<file path="config.mk">
export PLATFORM = sky130hd
export DESIGN_NAME = hrcf_header_scan
export DESIGN_NICKNAME = d
export VERILOG_FILES = /design/src/rtl/hrcf_pkg.sv /design/src/rtl/hrcf_header_scan.sv
export SDC_FILE = /design/constraint.sdc
export NUM_CORES = 1
export LEC_CHECK = 0
export ABC_AREA = 1
export BUFFER_PORTS_ARGS = -buffer_cell sky130_fd_sc_hd__buf_2
export CAP_MARGIN = 20
export CORE_MARGIN = 2
export CORE_UTILIZATION = 40
export CTS_BUF_LIST = sky130_fd_sc_hd__clkbuf_8 sky130_fd_sc_hd__clkbuf_16
export CTS_CLUSTER_DIAMETER = 40
export DETAILED_ROUTE_END_ITERATION = 7
export PLACE_DENSITY_LB_ADDON = 0.3
export RECOVER_POWER = 50
export SLEW_MARGIN = 20
export SYNTH_ARGS = -nofsm -noshare
export SYNTH_HDL_FRONTEND = slang
export SYNTH_SLANG_ARGS = --single-unit
export TNS_END_PERCENT = 5
</file>
<file path="constraint.sdc">
create_clock -name i_clk -period 4.81 [get_ports i_clk]
set_clock_uncertainty 0.15 [all_clocks]
set_input_delay 0.962 -clock i_clk [delete_from_list [all_inputs] [get_ports i_clk]]
set_output_delay 0.962 -clock i_clk [all_outputs]
set_load 0.005 [all_outputs]
</file>
<file path="src/rtl/hrcf_pkg.sv">
// ----------------------------------------------------------------------------
// hrcf_pkg
// Shared types, constants and helpers for the HTTP request completeness framer.
// ----------------------------------------------------------------------------
package hrcf_pkg;

    // Width of the byte counter, body start and length value
    localparam int COUNT_BITS      = 32;
    localparam int WIDE_BITS       = COUNT_BITS + 4;
    localparam int OFFSET_BITS     = 32;
    localparam int MARKER_LEN      = 15;
    localparam int MARKER_IDX_BITS = 4;

    typedef logic [COUNT_BITS-1:0]      t_count;
    typedef logic [MARKER_IDX_BITS-1:0] t_marker_idx;
    typedef logic [OFFSET_BITS-1:0]     t_offset;

    localparam t_count      COUNT_MAX  = '1;
    localparam t_marker_idx MARKER_END = MARKER_IDX_BITS'(MARKER_LEN);

    // Character codes
    localparam logic [7:0] CH_TAB   = 8'h09;
    localparam logic [7:0] CH_LF    = 8'h0A;
    localparam logic [7:0] CH_VT    = 8'h0B;
    localparam logic [7:0] CH_FF    = 8'h0C;
    localparam logic [7:0] CH_CR    = 8'h0D;
    localparam logic [7:0] CH_SPACE = 8'h20;
    localparam logic [7:0] CH_PLUS  = 8'h2B;
    localparam logic [7:0] CH_ZERO  = 8'h30;
    localparam logic [7:0] CH_NINE  = 8'h39;
    localparam logic [7:0] CH_UC_C  = 8'h43;

    // Content-Length value parse phases
    typedef enum logic [2:0] {
        PH_IDLE    = 3'd0,
        PH_SKIP    = 3'd1,
        PH_SIGN    = 3'd2,
        PH_DIGITS  = 3'd3,
        PH_STOPPED = 3'd4,
        PH_CLOSED  = 3'd5
    } t_len_phase;

    // Result status codes
    typedef enum logic [1:0] {
        ST_NEED_MORE = 2'd0,
        ST_COMPLETE  = 2'd1,
        ST_MALFORMED = 2'd2
    } t_status;

    // Header scanner to length parser
    typedef struct packed {
        logic active;      // headers not yet ended
        logic marker_hit;  // this byte completes the marker
    } t_scan_ctrl;

    // Header scanner next state, seen by the top level
    typedef struct packed {
        logic   header_ended;
        t_count byte_count;
        t_count body_start;
    } t_scan_status;

    // Length parser next state, seen by the top level
    typedef struct packed {
        t_len_phase phase;
        t_count     value;
        logic       error;
    } t_len_status;

    // "Content-Length:" one character per index
    function automatic logic [7:0] marker_char(input t_marker_idx idx);
        logic [7:0] c;
        unique case (idx)
            4'd0:    c = "C";
            4'd1:    c = "o";
            4'd2:    c = "n";
            4'd3:    c = "t";
            4'd4:    c = "e";
            4'd5:    c = "n";
            4'd6:    c = "t";
            4'd7:    c = "-";
            4'd8:    c = "L";
            4'd9:    c = "e";
            4'd10:   c = "n";
            4'd11:   c = "g";
            4'd12:   c = "t";
            4'd13:   c = "h";
            4'd14:   c = ":";
            default: c = 8'h00;
        endcase
        return c;
    endfunction

    // Whitespace skipped ahead of the length value
    function automatic logic is_space(input logic [7:0] b);
        return (b == CH_SPACE) || (b == CH_TAB) || (b == CH_CR) ||
               (b == CH_LF) || (b == CH_VT) || (b == CH_FF);
    endfunction

    // Low 32 bits of a count, zero-extended when the count is narrower
    function automatic t_offset to_offset(input t_count x);
        logic [63:0] w;
        w = 64'(x);
        return w[OFFSET_BITS-1:0];
    endfunction

endpackage

</file>
<file path="src/rtl/hrcf_header_scan.sv">
// ----------------------------------------------------------------------------
// hrcf_header_scan
// Byte counter, CR LF CR LF header-end matcher and Content-Length marker match.
// ----------------------------------------------------------------------------
module hrcf_header_scan
    import hrcf_pkg::*;
(
    input  logic         i_clk,
    input  logic         i_rst_n,
    input  logic         i_step,
    input  logic [7:0]   i_data_byte,
    input  logic         i_sob,
    input  logic         i_phase_idle,
    output t_scan_ctrl   o_ctrl,
    output t_scan_status o_stat
);

    logic        r_header_ended, n_header_ended;
    t_count      r_byte_count,   n_byte_count;
    t_count      r_body_start,   n_body_start;
    logic [1:0]  r_blank,        n_blank;
    t_marker_idx r_marker,       n_marker;

    t_count      cur_count;
    t_count      cur_start;
    logic        cur_ended;
    logic [1:0]  cur_blank;
    t_marker_idx cur_marker;
    logic        is_cr;
    logic        is_lf;

    // Next state; start of buffer clears state ahead of this byte
    always_comb begin
        cur_count  = i_sob ? '0 : r_byte_count;
        cur_start  = i_sob ? '0 : r_body_start;
        cur_ended  = i_sob ? 1'b0 : r_header_ended;
        cur_blank  = i_sob ? 2'd0 : r_blank;
        cur_marker = i_sob ? '0 : r_marker;
        is_cr      = (i_data_byte == CH_CR);
        is_lf      = (i_data_byte == CH_LF);

        n_byte_count   = (cur_count == COUNT_MAX) ? cur_count : cur_count + t_count'(1);
        n_body_start   = cur_start;
        n_header_ended = cur_ended;
        n_blank        = cur_blank;
        n_marker       = cur_marker;

        if (!cur_ended) begin
            // marker search, only while no marker has been found
            if (i_phase_idle) begin
                if (cur_marker < MARKER_END && i_data_byte == marker_char(cur_marker))
                    n_marker = cur_marker + t_marker_idx'(1);
                else
                    n_marker = (i_data_byte == CH_UC_C) ? t_marker_idx'(1) : '0;
            end

            // blank line matcher
            case (cur_blank) inside
                2'd0, 2'd2: n_blank = is_cr ? cur_blank + 2'd1 : 2'd0;
                2'd1:       n_blank = is_lf ? 2'd2 : (is_cr ? 2'd1 : 2'd0);
                default: begin
                    if (is_lf) begin
                        n_header_ended = 1'b1;
                        n_body_start   = n_byte_count;
                        n_blank        = 2'd0;
                    end else begin
                        n_blank = is_cr ? 2'd1 : 2'd0;
                    end
                end
            endcase
        end

        o_ctrl.active       = !cur_ended;
        o_ctrl.marker_hit   = !cur_ended && i_phase_idle && (n_marker == MARKER_END);
        o_stat.header_ended = n_header_ended;
        o_stat.byte_count   = n_byte_count;
        o_stat.body_start   = n_body_start;
    end

    // State registers
    always_ff @(posedge i_clk) begin
        if (!i_rst_n) begin
            r_header_ended <= 1'b0;
            r_byte_count   <= '0;
            r_body_start   <= '0;
            r_blank        <= 2'd0;
            r_marker       <= '0;
        end else if (i_step) begin
            r_header_ended <= n_header_ended;
            r_byte_count   <= n_byte_count;
            r_body_start   <= n_body_start;
            r_blank        <= n_blank;
            r_marker       <= n_marker;
        end
    end

    // Body start is a real offset within the bytes counted so far
    assert property (@(posedge i_clk) disable iff (!i_rst_n)
        r_header_ended |-> (r_body_start != '0) && (r_byte_count >= r_body_start))
    else $error("body start outside counted bytes");

endmodule

</file>
==> reports/qor.yml <==
timing:
  fin_crit_sh: 0.933
  hold_viol_final: 0
  slew_violations: 58
  rsz0062_at_grt: "no"
  setup_viol: 0
  slew_headroom: -0.679
  fmax_mhz: 223
  final.setup.tns_ns: 0
  fin_hold_ws_ns: 0.322
  tightest_slew_ns: 2.52
  min_period_ns: 4.49
power:
  seq_power_share: 0.417
  p_sw_frac: 0.284
  peakVddDrop_v: 0.000126
  p_switching_uw: 445
  p_leak_uw: 0.00328
  comb_power_share: 0.161
  p_per_area_nw_per_um2: 250
  cellInternalPower_uw: 1120
  power_uw: 1570
  clkPwrFrac: 0.422
global_route:
  antenna_found_initial: 0
  grt_pass1_wl_mm: 26.6
  grt_usage: 0.225
  grt_overflow: 0
  first_global_vias: 5380
  grt_max_degree: 72
synthesis:
  synth_area_leaders: "dfxtp_1 (26%), nand2_1 (15%), inv_1 (10%)"
  synth_area_per_cell_sq_um: 5.84
  yosysWarnings: 0
  yosysUniqueCellTypes: 43
  synthesis.nets: 958
  ys_ff_latch: 71
  synth-seq-area-share: 0.259
  syn_inst: 941
  synth_top_area_frac: 0.259
  yosysTopAreaCell: "dfxtp_1"
  synth_area_sq_um: 5500
floorplan:
  die_w_um: 121
  die_y_um: 121
  coreArea_sq_um: 13300
  initial_core_util: 0.412
  dieArea_sq_um: 14700
  ios: 80
  num_rows: 42
clocking:
  clock_latency_ns: 0.33
  clock-sinks: 71
  root_buffer: "clkbuf_16"
  clkTransAtPathRegs_ns: 0.06
  hold_buffers: 0
  post_cts_buffers: 0
  cts_buffer_depth: 2
  cts.repair.resized: 0
  cts_tree: "done"
  numCtsBuffers: 9
  h-tree-depth: 3
drt:
  initialDrtViolationCount: 458
  drc: 0
  wire_per_inst_um: 13.8
  via_count: 5992
  ant_nets: 0
  vias_per_cell: 5.07
  routed_wl_mm: 16.3
  drt_pass1_iterations: 5
cells_and_area:
  final_cells: 1181
  final_nets: 1017
  fillers: 1456
  syn_to_final_growth_pct: 14.0
  diodes: 0
  drive_gt1_frac: 0.158
worst_hold_path:
  hold_path.class: "register to register"
  min_path_cells: 2
  hp-start: "r_byte_count[31]"
  min_to: "r_byte_count[31]"
critical_path:
  arrival_ns: 3.38
  cp-startpoint: "i_sob"
  worstReg2RegStart: "r_blank[0]"
  r2r_end: "r_body_start[28]"
  rr_worst_depth: 12
  end_kind: "primary output"
  crit_path_max_fanout: 24
  worstSetupPathType: "input pin to primary output"
  reg2reg_setup_slack_ns: 1.81
  crit_path_start_kind: "input pin"
  cp.required_ns: 3.70
place:
  hpwlAfterDp_mm: 11.8
  port_buffers: 79
  routabilityCongestion: 0.936
  dp_cells: 1165
run_status:
  violations: "max-capacitance violations, max-slew violations"
  outcome: "finished, violations left"
job:
  cap_violations: 1
-- metal layers --
layer / track usage / up-vias / routed length [um]
met4: 0.0790 / 0 / 421
met5: 0 / - / 0
li1: - / 3109 / -
met2: 0.355 / 175 / 7160
met3: 0.0334 / 28 / 919
met1: 0.312 / 2680 / 7760
-- layout by cell type (no fill, tap or decap), types with 6 or more instances in the layout --
cell type,count
a211oi_1,7
a21oi_1,36
buf_2,79
buf_4,9
clkbuf_16,9
dfxtp_1,71
inv_1,149
inv_2,6
nand2_1,213
nand3_1,91
nand3_2,14
nand4_1,12
nor2_1,126
nor2_2,11
o21ai_0,85
o21ai_1,10
or2_2,12
xor2_1,6
-- Yosys cell counts (all sizes together) --
| library cell | count |
|---|---|
| nand4 | 12 |
| nor2 | 141 |
| xnor2 | 1 |
| a211oi | 8 |
| nand3 | 105 |
| o21bai | 3 |
| clkbuf | 24 |
| nor3 | 7 |
| xor2 | 6 |
| mux2i | 1 |
| inv | 153 |
| dfxtp | 71 |
| o211ai | 4 |
| nand3b | 4 |
| nand2 | 218 |
| ha | 4 |
| a221oi | 1 |
| and3 | 1 |
| and2 | 1 |
| o31ai | 5 |
| o21ai | 95 |
| a311oi | 1 |
| nor3b | 1 |
| a31oi | 2 |
| a21oi | 36 |
| buf | 20 |
| nor4 | 1 |
| o21a | 2 |
| or2 | 13 |
-- worst max path at each step --
stage	to	cells after the start	slack, ns
finish	o_stat[5]	12	0.32
global route	o_stat[30]	13	0.04
CTS	o_stat[5]	12	0.33
detailed placement	o_stat[28]	13	0.35
global placement	o_stat[5]	12	0.37
floorplan	o_stat[10]	13	0.74
-- critical path: stages --
cell,delay [ns]
buf_2,0.19
inv_2,0.37
buf_12,0.20
nand2_1,0.05
ha_1,0.21
inv_1,0.08
nand3_2,0.28
nor2_1,0.25
buf_4,0.29
inv_2,0.17
o21ai_1,0.18
buf_2,0.13
-- cell type report --
cell class | count | area [sq um] | share of cell area
multi-input cells | 673 | 3260 | 0.521
flip-flops and latches | 71 | 1420 | 0.227
inverters | 153 | 574 | 0.0916
repair buffers | 92 | 495 | 0.0791
clock buffers | 10 | 239 | 0.0381
well taps | 176 | 220 | 0.0351
clock inverters | 6 | 52.6 | 0.00838
-- through the flow --
step                      instance area [sq um]  setup slack [ns]  utilization
final                                      6270             0.320        0.470
after CTS                                  6280             0.335        0.470
after detailed placement                   5990             0.352        0.449
after floorplan                            5500             0.737            -
after global placement                     5990             0.373        0.449
after global routing                       6270            0.0434        0.470
-- power by group through the flow --
| stage | Clock [uW] | Sequential [uW] | Combinational (uW) |
|---|---|---|---|
| 2_1_floorplan | 0 | 654 | 183 |
| 3_3_place_gp | 0 | 665 | 250 |
| 3_5_place_dp | 0 | 664 | 252 |
| 4_1_cts | 674 | 652 | 254 |
| 5_1_grt | 694 | 657 | 290 |
| 6_report | 662 | 653 | 253 |
-- logic make-up after synthesis --
group | after synthesis | synth area share
compound gates | 157 | 0.156
simple gates | 504 | 0.417
flops | 71 | 0.259
mux | 1 | 0.00182
buf+inv | 197 | 0.147
fa+ha+maj | 4 | 0.00911
xor+xnor | 7 | 0.0112
-- registers in the layout, summed over array words and instances (netlist names) --
register,flops
r_marker,4
r_header_ended,1
r_blank,2
r_body_start,32
r_byte_count,32
Note: power is estimated with default switching activity, not from simulation.
