==> src/rtl/hrcf_pkg.sv <==
// ----------------------------------------------------------------------------
// hrcf_pkg
// Shared types, constants and helpers for the HTTP request completeness framer.
// ----------------------------------------------------------------------------
package hrcf_pkg;

    // Width of the byte counter, body start and length value
    localparam int COUNT_BITS      = 32;
    localparam int WIDE_BITS       = COUNT_BITS + 4;
    localparam int OFFSET_BITS     = 32;
    localparam int MARKER_LEN      = 15;
    localparam int MARKER_IDX_BITS = 4;

    typedef logic [COUNT_BITS-1:0]      t_count;
    typedef logic [MARKER_IDX_BITS-1:0] t_marker_idx;
    typedef logic [OFFSET_BITS-1:0]     t_offset;

    localparam t_count      COUNT_MAX  = '1;
    localparam t_marker_idx MARKER_END = MARKER_IDX_BITS'(MARKER_LEN);

    // Character codes
    localparam logic [7:0] CH_TAB   = 8'h09;
    localparam logic [7:0] CH_LF    = 8'h0A;
    localparam logic [7:0] CH_VT    = 8'h0B;
    localparam logic [7:0] CH_FF    = 8'h0C;
    localparam logic [7:0] CH_CR    = 8'h0D;
    localparam logic [7:0] CH_SPACE = 8'h20;
    localparam logic [7:0] CH_PLUS  = 8'h2B;
    localparam logic [7:0] CH_ZERO  = 8'h30;
    localparam logic [7:0] CH_NINE  = 8'h39;
    localparam logic [7:0] CH_UC_C  = 8'h43;

    // Content-Length value parse phases
    typedef enum logic [2:0] {
        PH_IDLE    = 3'd0,
        PH_SKIP    = 3'd1,
        PH_SIGN    = 3'd2,
        PH_DIGITS  = 3'd3,
        PH_STOPPED = 3'd4,
        PH_CLOSED  = 3'd5
    } t_len_phase;

    // Result status codes
    typedef enum logic [1:0] {
        ST_NEED_MORE = 2'd0,
        ST_COMPLETE  = 2'd1,
        ST_MALFORMED = 2'd2
    } t_status;

    // Header scanner to length parser
    typedef struct packed {
        logic active;      // headers not yet ended
        logic marker_hit;  // this byte completes the marker
    } t_scan_ctrl;

    // Header scanner next state, seen by the top level
    typedef struct packed {
        logic   header_ended;
        t_count byte_count;
        t_count body_start;
    } t_scan_status;

    // Length parser next state, seen by the top level
    typedef struct packed {
        t_len_phase phase;
        t_count     value;
        logic       error;
    } t_len_status;

    // "Content-Length:" one character per index
    function automatic logic [7:0] marker_char(input t_marker_idx idx);
        logic [7:0] c;
        unique case (idx)
            4'd0:    c = "C";
            4'd1:    c = "o";
            4'd2:    c = "n";
            4'd3:    c = "t";
            4'd4:    c = "e";
            4'd5:    c = "n";
            4'd6:    c = "t";
            4'd7:    c = "-";
            4'd8:    c = "L";
            4'd9:    c = "e";
            4'd10:   c = "n";
            4'd11:   c = "g";
            4'd12:   c = "t";
            4'd13:   c = "h";
            4'd14:   c = ":";
            default: c = 8'h00;
        endcase
        return c;
    endfunction

    // Whitespace skipped ahead of the length value
    function automatic logic is_space(input logic [7:0] b);
        return (b == CH_SPACE) || (b == CH_TAB) || (b == CH_CR) ||
               (b == CH_LF) || (b == CH_VT) || (b == CH_FF);
    endfunction

    // Low 32 bits of a count, zero-extended when the count is narrower
    function automatic t_offset to_offset(input t_count x);
        logic [63:0] w;
        w = 64'(x);
        return w[OFFSET_BITS-1:0];
    endfunction

endpackage

==> src/rtl/hrcf_length_parse.sv <==
// ----------------------------------------------------------------------------
// hrcf_length_parse
// Parses the Content-Length value: whitespace, optional plus, decimal digits.
// ----------------------------------------------------------------------------
module hrcf_length_parse
    import hrcf_pkg::*;
(
    input  logic        i_clk,
    input  logic        i_rst_n,
    input  logic        i_step,
    input  logic [7:0]  i_data_byte,
    input  logic        i_sob,
    input  t_scan_ctrl  i_ctrl,
    output logic        o_phase_idle,
    output t_len_status o_stat
);

    t_len_phase r_phase, n_phase;
    t_count     r_value, n_value;
    logic       r_error, n_error;
    logic       r_prev_cr, n_prev_cr;

    t_len_phase         cur_phase;
    t_count             cur_value;
    logic               cur_error;
    logic               cur_prev_cr;
    logic               is_digit;
    logic [3:0]         digit;
    logic [WIDE_BITS-1:0] acc;
    logic               ovf;

    // Current state after an optional start-of-buffer clear
    always_comb begin
        cur_phase    = i_sob ? PH_IDLE : r_phase;
        cur_value    = i_sob ? '0 : r_value;
        cur_error    = i_sob ? 1'b0 : r_error;
        cur_prev_cr  = i_sob ? 1'b0 : r_prev_cr;
        o_phase_idle = (cur_phase == PH_IDLE);
    end

    // value * 10 + digit, overflow when it spills past the count width
    always_comb begin
        logic [7:0] diff;
        is_digit = (i_data_byte >= CH_ZERO) && (i_data_byte <= CH_NINE);
        diff     = i_data_byte - CH_ZERO;
        digit    = is_digit ? diff[3:0] : 4'd0;
        acc      = (WIDE_BITS'(cur_value) << 3) + (WIDE_BITS'(cur_value) << 1)
                 + WIDE_BITS'(digit);
        ovf      = |acc[WIDE_BITS-1:COUNT_BITS];
    end

    // Phase sequencing
    always_comb begin
        n_phase   = cur_phase;
        n_value   = cur_value;
        n_error   = cur_error;
        n_prev_cr = (i_data_byte == CH_CR);

        if (i_ctrl.active) begin
            if (cur_phase == PH_IDLE) begin
                if (i_ctrl.marker_hit)
                    n_phase = PH_SKIP;
            end else if (cur_phase != PH_CLOSED) begin
                if (i_data_byte == CH_LF && cur_prev_cr) begin
                    // CR LF closes the value line
                    if (cur_phase == PH_SKIP || cur_phase == PH_SIGN)
                        n_error = 1'b1;
                    n_phase = PH_CLOSED;
                end else begin
                    unique case (cur_phase)
                        PH_SKIP: begin
                            if (is_space(i_data_byte)) begin
                                n_phase = PH_SKIP;
                            end else if (i_data_byte == CH_PLUS) begin
                                n_phase = PH_SIGN;
                            end else if (is_digit) begin
                                n_value = t_count'(digit);
                                n_phase = PH_DIGITS;
                            end else begin
                                n_error = 1'b1;
                                n_phase = PH_STOPPED;
                            end
                        end
                        PH_SIGN: begin
                            if (is_digit) begin
                                n_value = t_count'(digit);
                                n_phase = PH_DIGITS;
                            end else begin
                                n_error = 1'b1;
                                n_phase = PH_STOPPED;
                            end
                        end
                        PH_DIGITS: begin
                            if (!is_digit) begin
                                n_phase = PH_STOPPED;
                            end else if (ovf) begin
                                n_error = 1'b1;
                                n_phase = PH_STOPPED;
                            end else begin
                                n_value = acc[COUNT_BITS-1:0];
                            end
                        end
                        default: n_phase = cur_phase;
                    endcase
                end
            end
        end

        o_stat.phase = n_phase;
        o_stat.value = n_value;
        o_stat.error = n_error;
    end

    // State registers
    always_ff @(posedge i_clk) begin
        if (!i_rst_n) begin
            r_phase   <= PH_IDLE;
            r_value   <= '0;
            r_error   <= 1'b0;
            r_prev_cr <= 1'b0;
        end else if (i_step) begin
            r_phase   <= n_phase;
            r_value   <= n_value;
            r_error   <= n_error;
            r_prev_cr <= n_prev_cr;
        end
    end

    // An error always ends value parsing
    assert property (@(posedge i_clk) disable iff (!i_rst_n)
        r_error |-> (r_phase == PH_STOPPED) || (r_phase == PH_CLOSED))
    else $error("length error with value parse still running");

endmodule

==> config.mk <==
export PLATFORM = sky130hd
export DESIGN_NAME = hrcf_length_parse
export DESIGN_NICKNAME = d
export VERILOG_FILES = /design/src/rtl/hrcf_pkg.sv /design/src/rtl/hrcf_length_parse.sv
export SDC_FILE = /design/constraint.sdc
export NUM_CORES = 1
export LEC_CHECK = 0
export ABC_AREA = 1
export CAP_MARGIN = 10
export CORE_MARGIN = 3
export CORE_UTILIZATION = 65
export CTS_BUF_LIST = sky130_fd_sc_hd__clkbuf_16
export DETAILED_ROUTE_END_ITERATION = 10
export DONT_BUFFER_PORTS = 1
export PLACE_DENSITY = 0.81
export SKIP_LAST_GASP = 1
export SYNTH_ARGS = -nofsm -noshare
export SYNTH_HDL_FRONTEND = slang
export SYNTH_SLANG_ARGS = --single-unit
==> constraint.sdc <==
create_clock -name i_clk -period 8 [get_ports i_clk]
set_clock_uncertainty 0.2 [all_clocks]
set_input_delay 1.6 -clock i_clk [delete_from_list [all_inputs] [get_ports i_clk]]
set_output_delay 1.6 -clock i_clk [all_outputs]
set_load 0.01 [all_outputs]
==> run metrics, run 1 <==
status=complete, no violations; Post-Synth XOR/XNOR Area=0.6441%; DR pass1 iterations=5; cts repair resizes=0; cells after synthesis=951; Area contributors post-synth=nand2_1 (19%), ha_1 (14%), dfxtp_1 (14%); FF+latch area=740.7 um^2; register area share after synthesis=13.62%; Area growth, synth to finish=2.876%; PD cells=94.57 nW/um^2; Sw Share=33.46%; CTS root buffer=clkbuf_16; Wirelength per Cell=14.93 um; f_max=134.9 MHz; Hold Crit Class=reg2reg; Slew @ Worst Pin=1066 ps; clk_lat worst skew=280 ps; Compound-Gate Fraction of Synth Area=19.67%; Initial Util=68.61%; relative slew slack=28.55%; Tcrit/Tclk final=92.67%; Setup Crit Path Kind=in2out; post-synthesis simple-gate area fraction=35.96%; Clock Power Share=36.8%; DRC Markers=0; GRT overflow=0; antenna-violating nets left=0; Synth top cells by count=nand2_1 (275), inv_1 (167), nor2_1 (90); Tot GR Track Use=32.29%; synthesized cell area=5439 um^2; max_cap viols=0; endpoint type of the worst setup path=output pin; Post-Route Utilization=70.58%; DR vias/cell=5.799; initial antenna violation count=0; syn avg cell area=5.719 um^2; EDFF count, synth=0; Yosys top cell by area=nand2_1; P_sw=0.1771 mW; Area after DPL=5458 um^2; maximum clock insertion buffer count=2; CTS Buf Count=5; Die W=97.48 um; post-synthesis mux area share=0%; syn nets=1030; LEAKAGE=3.258 nW; RSZ-0062 raised after global routing=false; H-tree depth=2; Max Slew Vio Count=0; TNS Setup=0 ps; Final setup viols=0; vias=6014; # fillers=766; CTS clk-pin slew, worst paths=60 ps; Synth top area share=18.98%; largest family of logic cells by synthesized area=simple AND/OR/NAND/NOR gates; adder-cell area share of the yosys netlist=15.23%; Final Wtd Congestion=0.9534; Final Hold Vio Count=0; sequential group share of total power=37.8%; cell with the most instances after synthesis=nand2_1; total clock sinks=37; TritonCTS clock tree=yes; CTS Hold Bufs=0; global-route wire length before repair=25800 um; Internal Pwr Total=0.3521 mW; area occupied by multi-input gates=3889 um^2; Ports=51; Critical Path AT=5610 ps; CP startpoint kind=primary input; routed wire length=15490 um; predominant post-synthesis flop cell=dfxtp_1; register bit total from synthesis=37; DIE AREA=9501 um^2; Synth cell types=45; Critical Path RT=6200 ps; vias in the first global route=5596; Die H=97.48 um; ys async rst share=0%; largest net degree at the start of global routing=62; final instance area=5595 um^2; Gate power share=25.4%; yosys warns=0; Final Net Count=1014; maximum VDD drop=0.00009526 V; HPWL after DPL=11800 um; Min Clock Period, post-route=7414 ps; crit path max fanout=14; 1st-iter DRT viols=399; Port Buffers=0; core area=7928 um^2; share of layout cells above drive strength 1=6.631%; antenna fix cells=0; std cell rows=32; Setup Fix Bufs, Post-CTS=0
[logic make-up (layout without fill, tap and decap cells)]
| group | count (synthesis) | after routing |
|---|---|---|
| compound gates | 180 | 180 |
| xor+xnor | 4 | 4 |
| fa+ha+maj | 65 | 65 |
| buf+inv | 200 | 184 |
| flops | 37 | 37 |
| simple gates | 465 | 465 |
[state kept, by name, summed over array words and instances (netlist names)]
signal and count:
r_value 32, r_phase 3, r_error 1, r_prev_cr 1
[power by group through the flow]
stage | Combinational (mW) | Clock, mW | Sequential (mW)
2_1_floorplan | 0.112 | 0 | 0.203
3_3_place_gp | 0.128 | 0 | 0.203
3_5_place_dp | 0.131 | 0 | 0.204
4_1_cts | 0.132 | 0.200 | 0.200
5_1_grt | 0.150 | 0.208 | 0.201
6_report | 0.134 | 0.195 | 0.200
[worst max-delay path, cell delays in order]
cell     delay (ps)
nor2_1          170
nand2_1          70
nor2_1          380
inv_2           210
nor2_1          170
inv_1            70
fa_1            480
fa_1            450
inv_1            90
nand2_1          80
nand2_1          70
nand3_1          60
nand2_1         110
nand2_1          70
nand2_2          90
nand2_2          60
nand3_1          70
nand2_1          80
nor2_2          110
nand2_2         100
o21ai_4         430
buf_12          210
a21oi_1          70
o21ai_1         180
inv_1           110
[layout by cell type, fill, tap and decap left out, types with 4 or more instances in the layout]
master,instances
o211ai_1,4
o21ai_2,13
a31oi_1,7
or2_2,10
nand2_1,275
nand3_1,45
ha_1,63
o2111ai_1,9
inv_1,168
nand4_1,17
nor2_1,90
inv_2,5
o21bai_1,5
nand2_2,8
nor3_1,8
clkbuf_16,5
o21ai_0,47
o21ai_1,9
a21oi_2,9
a21oi_1,72
dfxtp_1,37
[area by class of cell]
cell class / instances / share of cell area [%]
clock buffer: 5 / 2.236
clock inverter: 2 / 0.2236
inverter: 174 / 11.90
multi-input combinational: 714 / 69.50
sequential: 37 / 13.24
tap: 102 / 2.281
timing repair buffer: 3 / 0.6261
[metrics by stage]
step	setup slack, ps	power [mW]	instances	hold WS, ps
5_1_grt	185.9	0.5592	1037	341.8
3_5_place_dp	643.0	0.3351	1030	312.6
6_report	586.3	0.5291	1037	325.0
2_1_floorplan	1324	0.3148	951	289.8
4_1_cts	596.6	0.5317	1037	325.4
3_3_place_gp	788.9	0.3316	1030	301.8
[layer usage]
layer | global-route usage, % | wire length [um] | up-vias
met5 | 0 | 0 | -
met4 | 10.86 | 340 | 0
met3 | 4.666 | 1194 | 36
met2 | 54.35 | 7214 | 261
met1 | 42.16 | 6737 | 2693
li1 | - | - | 3024
[final timing paths]
path / start / to / slack (ps) / depth (start not counted)
setup reg to reg: r_value[2] / r_value[2] / 3950 / 24
setup / recovery: i_data_byte[7] / o_stat[4] / 590 / 25
hold / removal: r_value[5] / r_value[5] / 320 / 2
hold reg to reg: r_value[5] / r_value[5] / 320 / 2
(Power assumes the default switching activity.)
==> inputs of run 2 (changes only) <==
Settings changed: CORE_MARGIN 3 to 4.
Clock period 8 ns to 7.4 ns, I/O delays scaled along.
==> run metrics, run 2 (synthesis results as in run 1) <==
CTS root buffer=clkbuf_16; # fillers=789 (+3.0%); CP startpoint kind=primary input; M3 GR Usage=3.997% (-0.67 points); GRT overflow=0 (unchanged); Largest regs=r_value x32, r_phase x3; antenna fix cells=0 (unchanged); share of layout cells above drive strength 1=6.937% (+0.31 points); std cell rows=33 (+3.1%); layer with the highest usage=met2; routed wire length=14860 um (-4.1%); crit path max fanout=19 (+5); endpoint type of the worst setup path=output pin; antenna-violating nets left=0 (unchanged); total clock sinks=37 (unchanged); H-tree depth=2 (unchanged); core area=8175 um^2 (+3.1%); vias in the first global route=5430 (-3.0%); Ports=51 (unchanged); R2R setup slack=3510 ps (-440 ps); Port Buffers=0 (unchanged); Max Slew Vio Count=0 (unchanged); maximum VDD drop=0.00007962 V (-16%); RSZ-0062 raised after global routing=false; relative slew slack=29.35% (+0.80 points); global-route wire length before repair=25030 um (-3.0%); setup ws final=479.3 ps (-107.1 ps); CP max stage cell=fa_1; Post-Route Utilization=68.64% (-1.9 points); max_cap viols=0 (unchanged); pre-CTS setup slack=544.7 ps (-98.32 ps); Crit path largest cell delay=490 ps (about the same); DR pass1 iterations=5 (unchanged); largest net degree at the start of global routing=62 (unchanged); TritonCTS clock tree=yes; status=complete, no violations; Final setup viols=0 (unchanged); LEAKAGE=3.262 nW (+0.12%); Pwr Total=0.5724 mW (+8.2%); vias=5946 (-1.1%); Final Net Count=1015 (+0.099%); most used cell, CP=nand2_1; Critical Path RT=5720 ps (-480 ps); cts repair resizes=0 (unchanged); Min Clock Period, post-route=6921 ps; CTS clk-pin slew, worst paths=60 ps (about the same); Final Hold Vio Count=0 (unchanged); maximum clock insertion buffer count=2 (unchanged); CTS Buf Count=5 (unchanged); 1st-iter DRT viols=421 (+5.5%); initial antenna violation count=0 (unchanged); Die W=99.48 um (+2.1%); Tcrit/Tclk final=93.52%; DIE AREA=9895 um^2 (+4.1%); Initial Util=66.53% (-2.1 points); DRC Markers=0 (unchanged); GR Layer Usage met1=40.48% (-1.7 points); Largest register FFs=32 (unchanged); Setup Crit Path Kind=in2out; f_max=144.5 MHz; commonest non-fill, non-tap cell in the layout=nand2_1; HPWL after DPL=11610 um (-1.6%); Area growth, synth to finish=3.175%; Slew @ Worst Pin=1054 ps (-11.97 ps); CTS Hold Bufs=0 (unchanged); Tot GR Track Use=30.50% (-1.8 points); TNS Setup=0 ps (unchanged); Final Wtd Congestion=1.029 (+7.9%); met2 GRT Util=50.88% (-3.5 points); Wirelength per Cell=14.26 um (-4.5%); most frequent cells in the layout=nand2_1 (275), inv_1 (167), nor2_1 (90); DR vias/cell=5.706 (-1.6%); clk_lat worst skew=290 ps (about the same); Critical Path AT=5240 ps (-370 ps); most flop-heavy register=r_value; Hold Crit Class=reg2reg; Setup Fix Bufs, Post-CTS=0 (unchanged); PD cells=102.0 nW/um^2 (+7.9%); Die H=99.48 um (+2.1%)
-- run 2: changes by cell type in the layout (fill, tap and decap cells not counted), sizes merged --
| cell | before | now |
|---|---|---|
| clkinv | 3 | 4 |
| clkinvlp | 0 | 1 |
| inv | 173 | 172 |
| buf | 3 | 4 |
-- run 2: final cells by class --
cell class	instances	area, um^2	share of cell area, %
clock inverters	3	17.52	0.3122
flip-flops and latches	37	740.7	13.20
repair buffers	4	42.54	0.7581
clock buffers	5	125.1	2.230
well taps	105	131.4	2.341
multi-input cells	714	3889	69.30
inverters	174	665.6	11.86
-- run 2: path summary, 6_finish.rpt --
kind                   from  cells after the start    endpoint
max          i_data_byte[7]                     26  o_stat[26]
min              r_value[5]                      2  r_value[5]
max reg2reg      r_value[2]                     24  r_value[2]
min reg2reg      r_value[5]                      2  r_value[5]
-- run 2: per-layer routing --
metal | part of all wire (%) | vias up
li1 | - | 3027
met1 | 43 | 2643
met2 | 47 | 242
met3 | 8.1 | 34
met4 | 2.7 | 0
met5 | 0 | -
-- run 2: metrics by stage --
step                instances  instance area (um^2)  hold slack, ps
global route             1042                  5612           340.4
global placement         1034                  5469           303.0
detailed placement       1034                  5469           312.7
finish                   1042                  5612           321.8
CTS                      1042                  5612           323.6
floorplan                 951                  5439           289.8
-- run 2: worst max-delay path, delay by kind of cell --
family | cells | cell delay (ps)
adders and majority gates | 2 | 950
AOI/OAI and AO/OA | 1 | 150
buffers and inverters | 6 | 710
and+or+nand+nor | 17 | 1920
-- run 2: power breakdown --
group          total (mW)  switching, mW  internal [mW]
sequential          0.216        0.00519          0.211
clock               0.213         0.0897          0.124
combinational       0.143         0.0957         0.0472
total               0.572          0.191          0.382
==> inputs of run 3 (changes only) <==
Settings changed: PLACE_DENSITY 0.81 to not set, PLACE_DENSITY_LB_ADDON set to 0.05.
==> run metrics, run 3 (synthesis results as in run 1) <==
most flop-heavy register=r_value; TritonCTS clock tree=yes; DRC Markers=0 (unchanged); Post-Route Utilization=68.96% (+0.32 points); RR Startpoint=r_value[2]; commonest non-fill, non-tap cell in the layout=nand2_1; CP startpoint kind=primary input; vias in the first global route=5383 (-0.87%); DR vias/cell=5.687 (-0.34%); Area growth, synth to finish=3.658%; M3 GR Usage=5.680% (+1.7 points); TNS Setup=0 ps (unchanged); std cell rows=33 (unchanged); DIE AREA=9895 um^2 (unchanged); HPWL after DPL=11370 um (-2.0%); core area=8175 um^2 (unchanged); max_cap viols=0 (unchanged); H-tree depth=2 (unchanged); endpoint type of the worst setup path=output pin; Min Clock Period, post-route=6906 ps (-14.53 ps); Die W=99.48 um (unchanged); global-route wire length before repair=24850 um (-0.75%); LEAKAGE=3.276 nW (+0.45%); met2 GRT Util=49.85% (-1.0 points); f_max=144.8 MHz (+0.21%); area occupied by multi-input gates=3889 um^2 (unchanged); Final Hold Vio Count=0 (unchanged); Critical Path RT=5720 ps (about the same); CTS root buffer=clkbuf_16; pre-CTS setup slack=602.6 ps (+57.90 ps); initial antenna violation count=0 (unchanged); Die H=99.48 um (unchanged); FF-to-FF path depth=24 (unchanged); Setup crit end=o_stat[26]; cts repair resizes=0 (unchanged); RSZ-0062 raised after global routing=false; Tot GR Track Use=30.25% (-0.25 points); maximum VDD drop=0.00009269 V (+16%); status=complete, no violations; Critical Path AT=5230 ps (about the same); DP Cell Count=1034 (unchanged); Worst Setup SP=i_data_byte[7]; final instance area=5638 um^2 (+0.47%); Final Wtd Congestion=0.9676 (-6.0%); DR pass1 iterations=5 (unchanged); Slew @ Worst Pin=896.8 ps (-157.2 ps); Hold WS=327.5 ps (+5.718 ps); relative slew slack=39.89% (+11 points); FF+latch area=740.7 um^2 (unchanged); end of the worst register-to-register path=r_value[0]; total clock sinks=37 (unchanged); crit path max fanout=19 (unchanged); vias=5926 (-0.34%); GR Layer Usage met1=40.37% (-0.11 points); PD cells=108.3 nW/um^2 (+6.1%); antenna fix cells=0 (unchanged); Setup Crit Path Kind=in2out; CTS clk-pin slew, worst paths=50 ps (about the same); Initial Util=66.53% (unchanged); Area after DPL=5469 um^2 (unchanged); Ports=51 (unchanged); Pwr Total=0.6104 mW (+6.6%); GRT overflow=0 (unchanged); CTS Buf Count=5 (unchanged); # fillers=782 (-0.89%); routed wire length=14850 um (about the same); antenna-violating nets left=0 (unchanged); Wirelength per Cell=14.25 um (about the same); Setup Fix Bufs, Post-CTS=0 (unchanged); R2R setup slack=3430 ps (-80 ps); largest net degree at the start of global routing=62 (unchanged); Port Buffers=0 (unchanged); fin cells=1042 (unchanged); Hold Crit Class=reg2reg; maximum clock insertion buffer count=2 (unchanged); Final Net Count=1015 (unchanged); setup ws final=493.8 ps (+14.53 ps); CTS Hold Bufs=0 (unchanged); Largest regs=r_value x32, r_phase x3; Max Slew Vio Count=0 (unchanged); Final setup viols=0 (unchanged); share of layout cells above drive strength 1=6.937% (unchanged); Largest register FFs=32 (unchanged); clk_lat worst skew=290 ps (about the same); Tcrit/Tclk final=93.33% (-0.20 points); 1st-iter DRT viols=360 (-14%); layer with the highest usage=met2; most frequent cells in the layout=nand2_1 (275), inv_1 (167), nor2_1 (90)
==> run 3: cell count changes in the layout (fill, tap and decap cells not counted), sizes merged <==
cell      change
bufinv        +1
inv           +1
clkinv        -1
clkinvlp      -1
==> run 3: worst min-delay path by stage <==
stage / startpoint / endpoint / slack (ps) / cells past startpoint
5_1_grt: r_value[17] / r_value[17] / 340 / 2
3_5_place_dp: r_value[19] / r_value[19] / 310 / 2
4_1_cts: r_value[21] / r_value[21] / 320 / 2
6_report: r_value[20] / r_value[20] / 330 / 2
3_3_place_gp: r_value[21] / r_value[21] / 300 / 2
2_1_floorplan: r_value[17] / r_value[17] / 290 / 2
==> run 3: per-layer routing <==
layer,vias to the layer above,routed length [um]
li1,3037,-
met1,2622,6603
met2,240,6785
met3,27,1211
met4,0,246
met5,-,0
==> run 3: report_power, final <==
part	leakage [nW]	switching [mW]	internal, mW
clock network	0.0842	0.0918	0.160
registers	0.305	0.00506	0.211
logic	2.89	0.0959	0.0471
total	3.28	0.193	0.418
==> run 3: final cells by class <==
cell class	count	area share, %
clock buffer	5	2.219
clock inverter	3	0.7767
inverter	174	11.81
multi-input combinational	714	68.97
sequential	37	13.14
tap	105	2.330
timing repair buffer	4	0.7545
==> run 3: worst max-delay path, stage by stage <==
cell and delay [ps]:
nor2_1 170, nand2_1 80, nor2_1 190, inv_2 140
nor2_1 190, inv_1 80, fa_1 480, fa_1 450
inv_1 80, nand2_1 80, nand2_1 70, nand3_1 60
nand2_1 110, nand2_1 70, nand2_2 100, nand2_2 60
nand3_1 60, nand2_1 60, nor2_2 110, nand2_2 100
nor2_4 320, nand2_4 200, clkinv_8 170, o21ai_0 150
inv_1 130
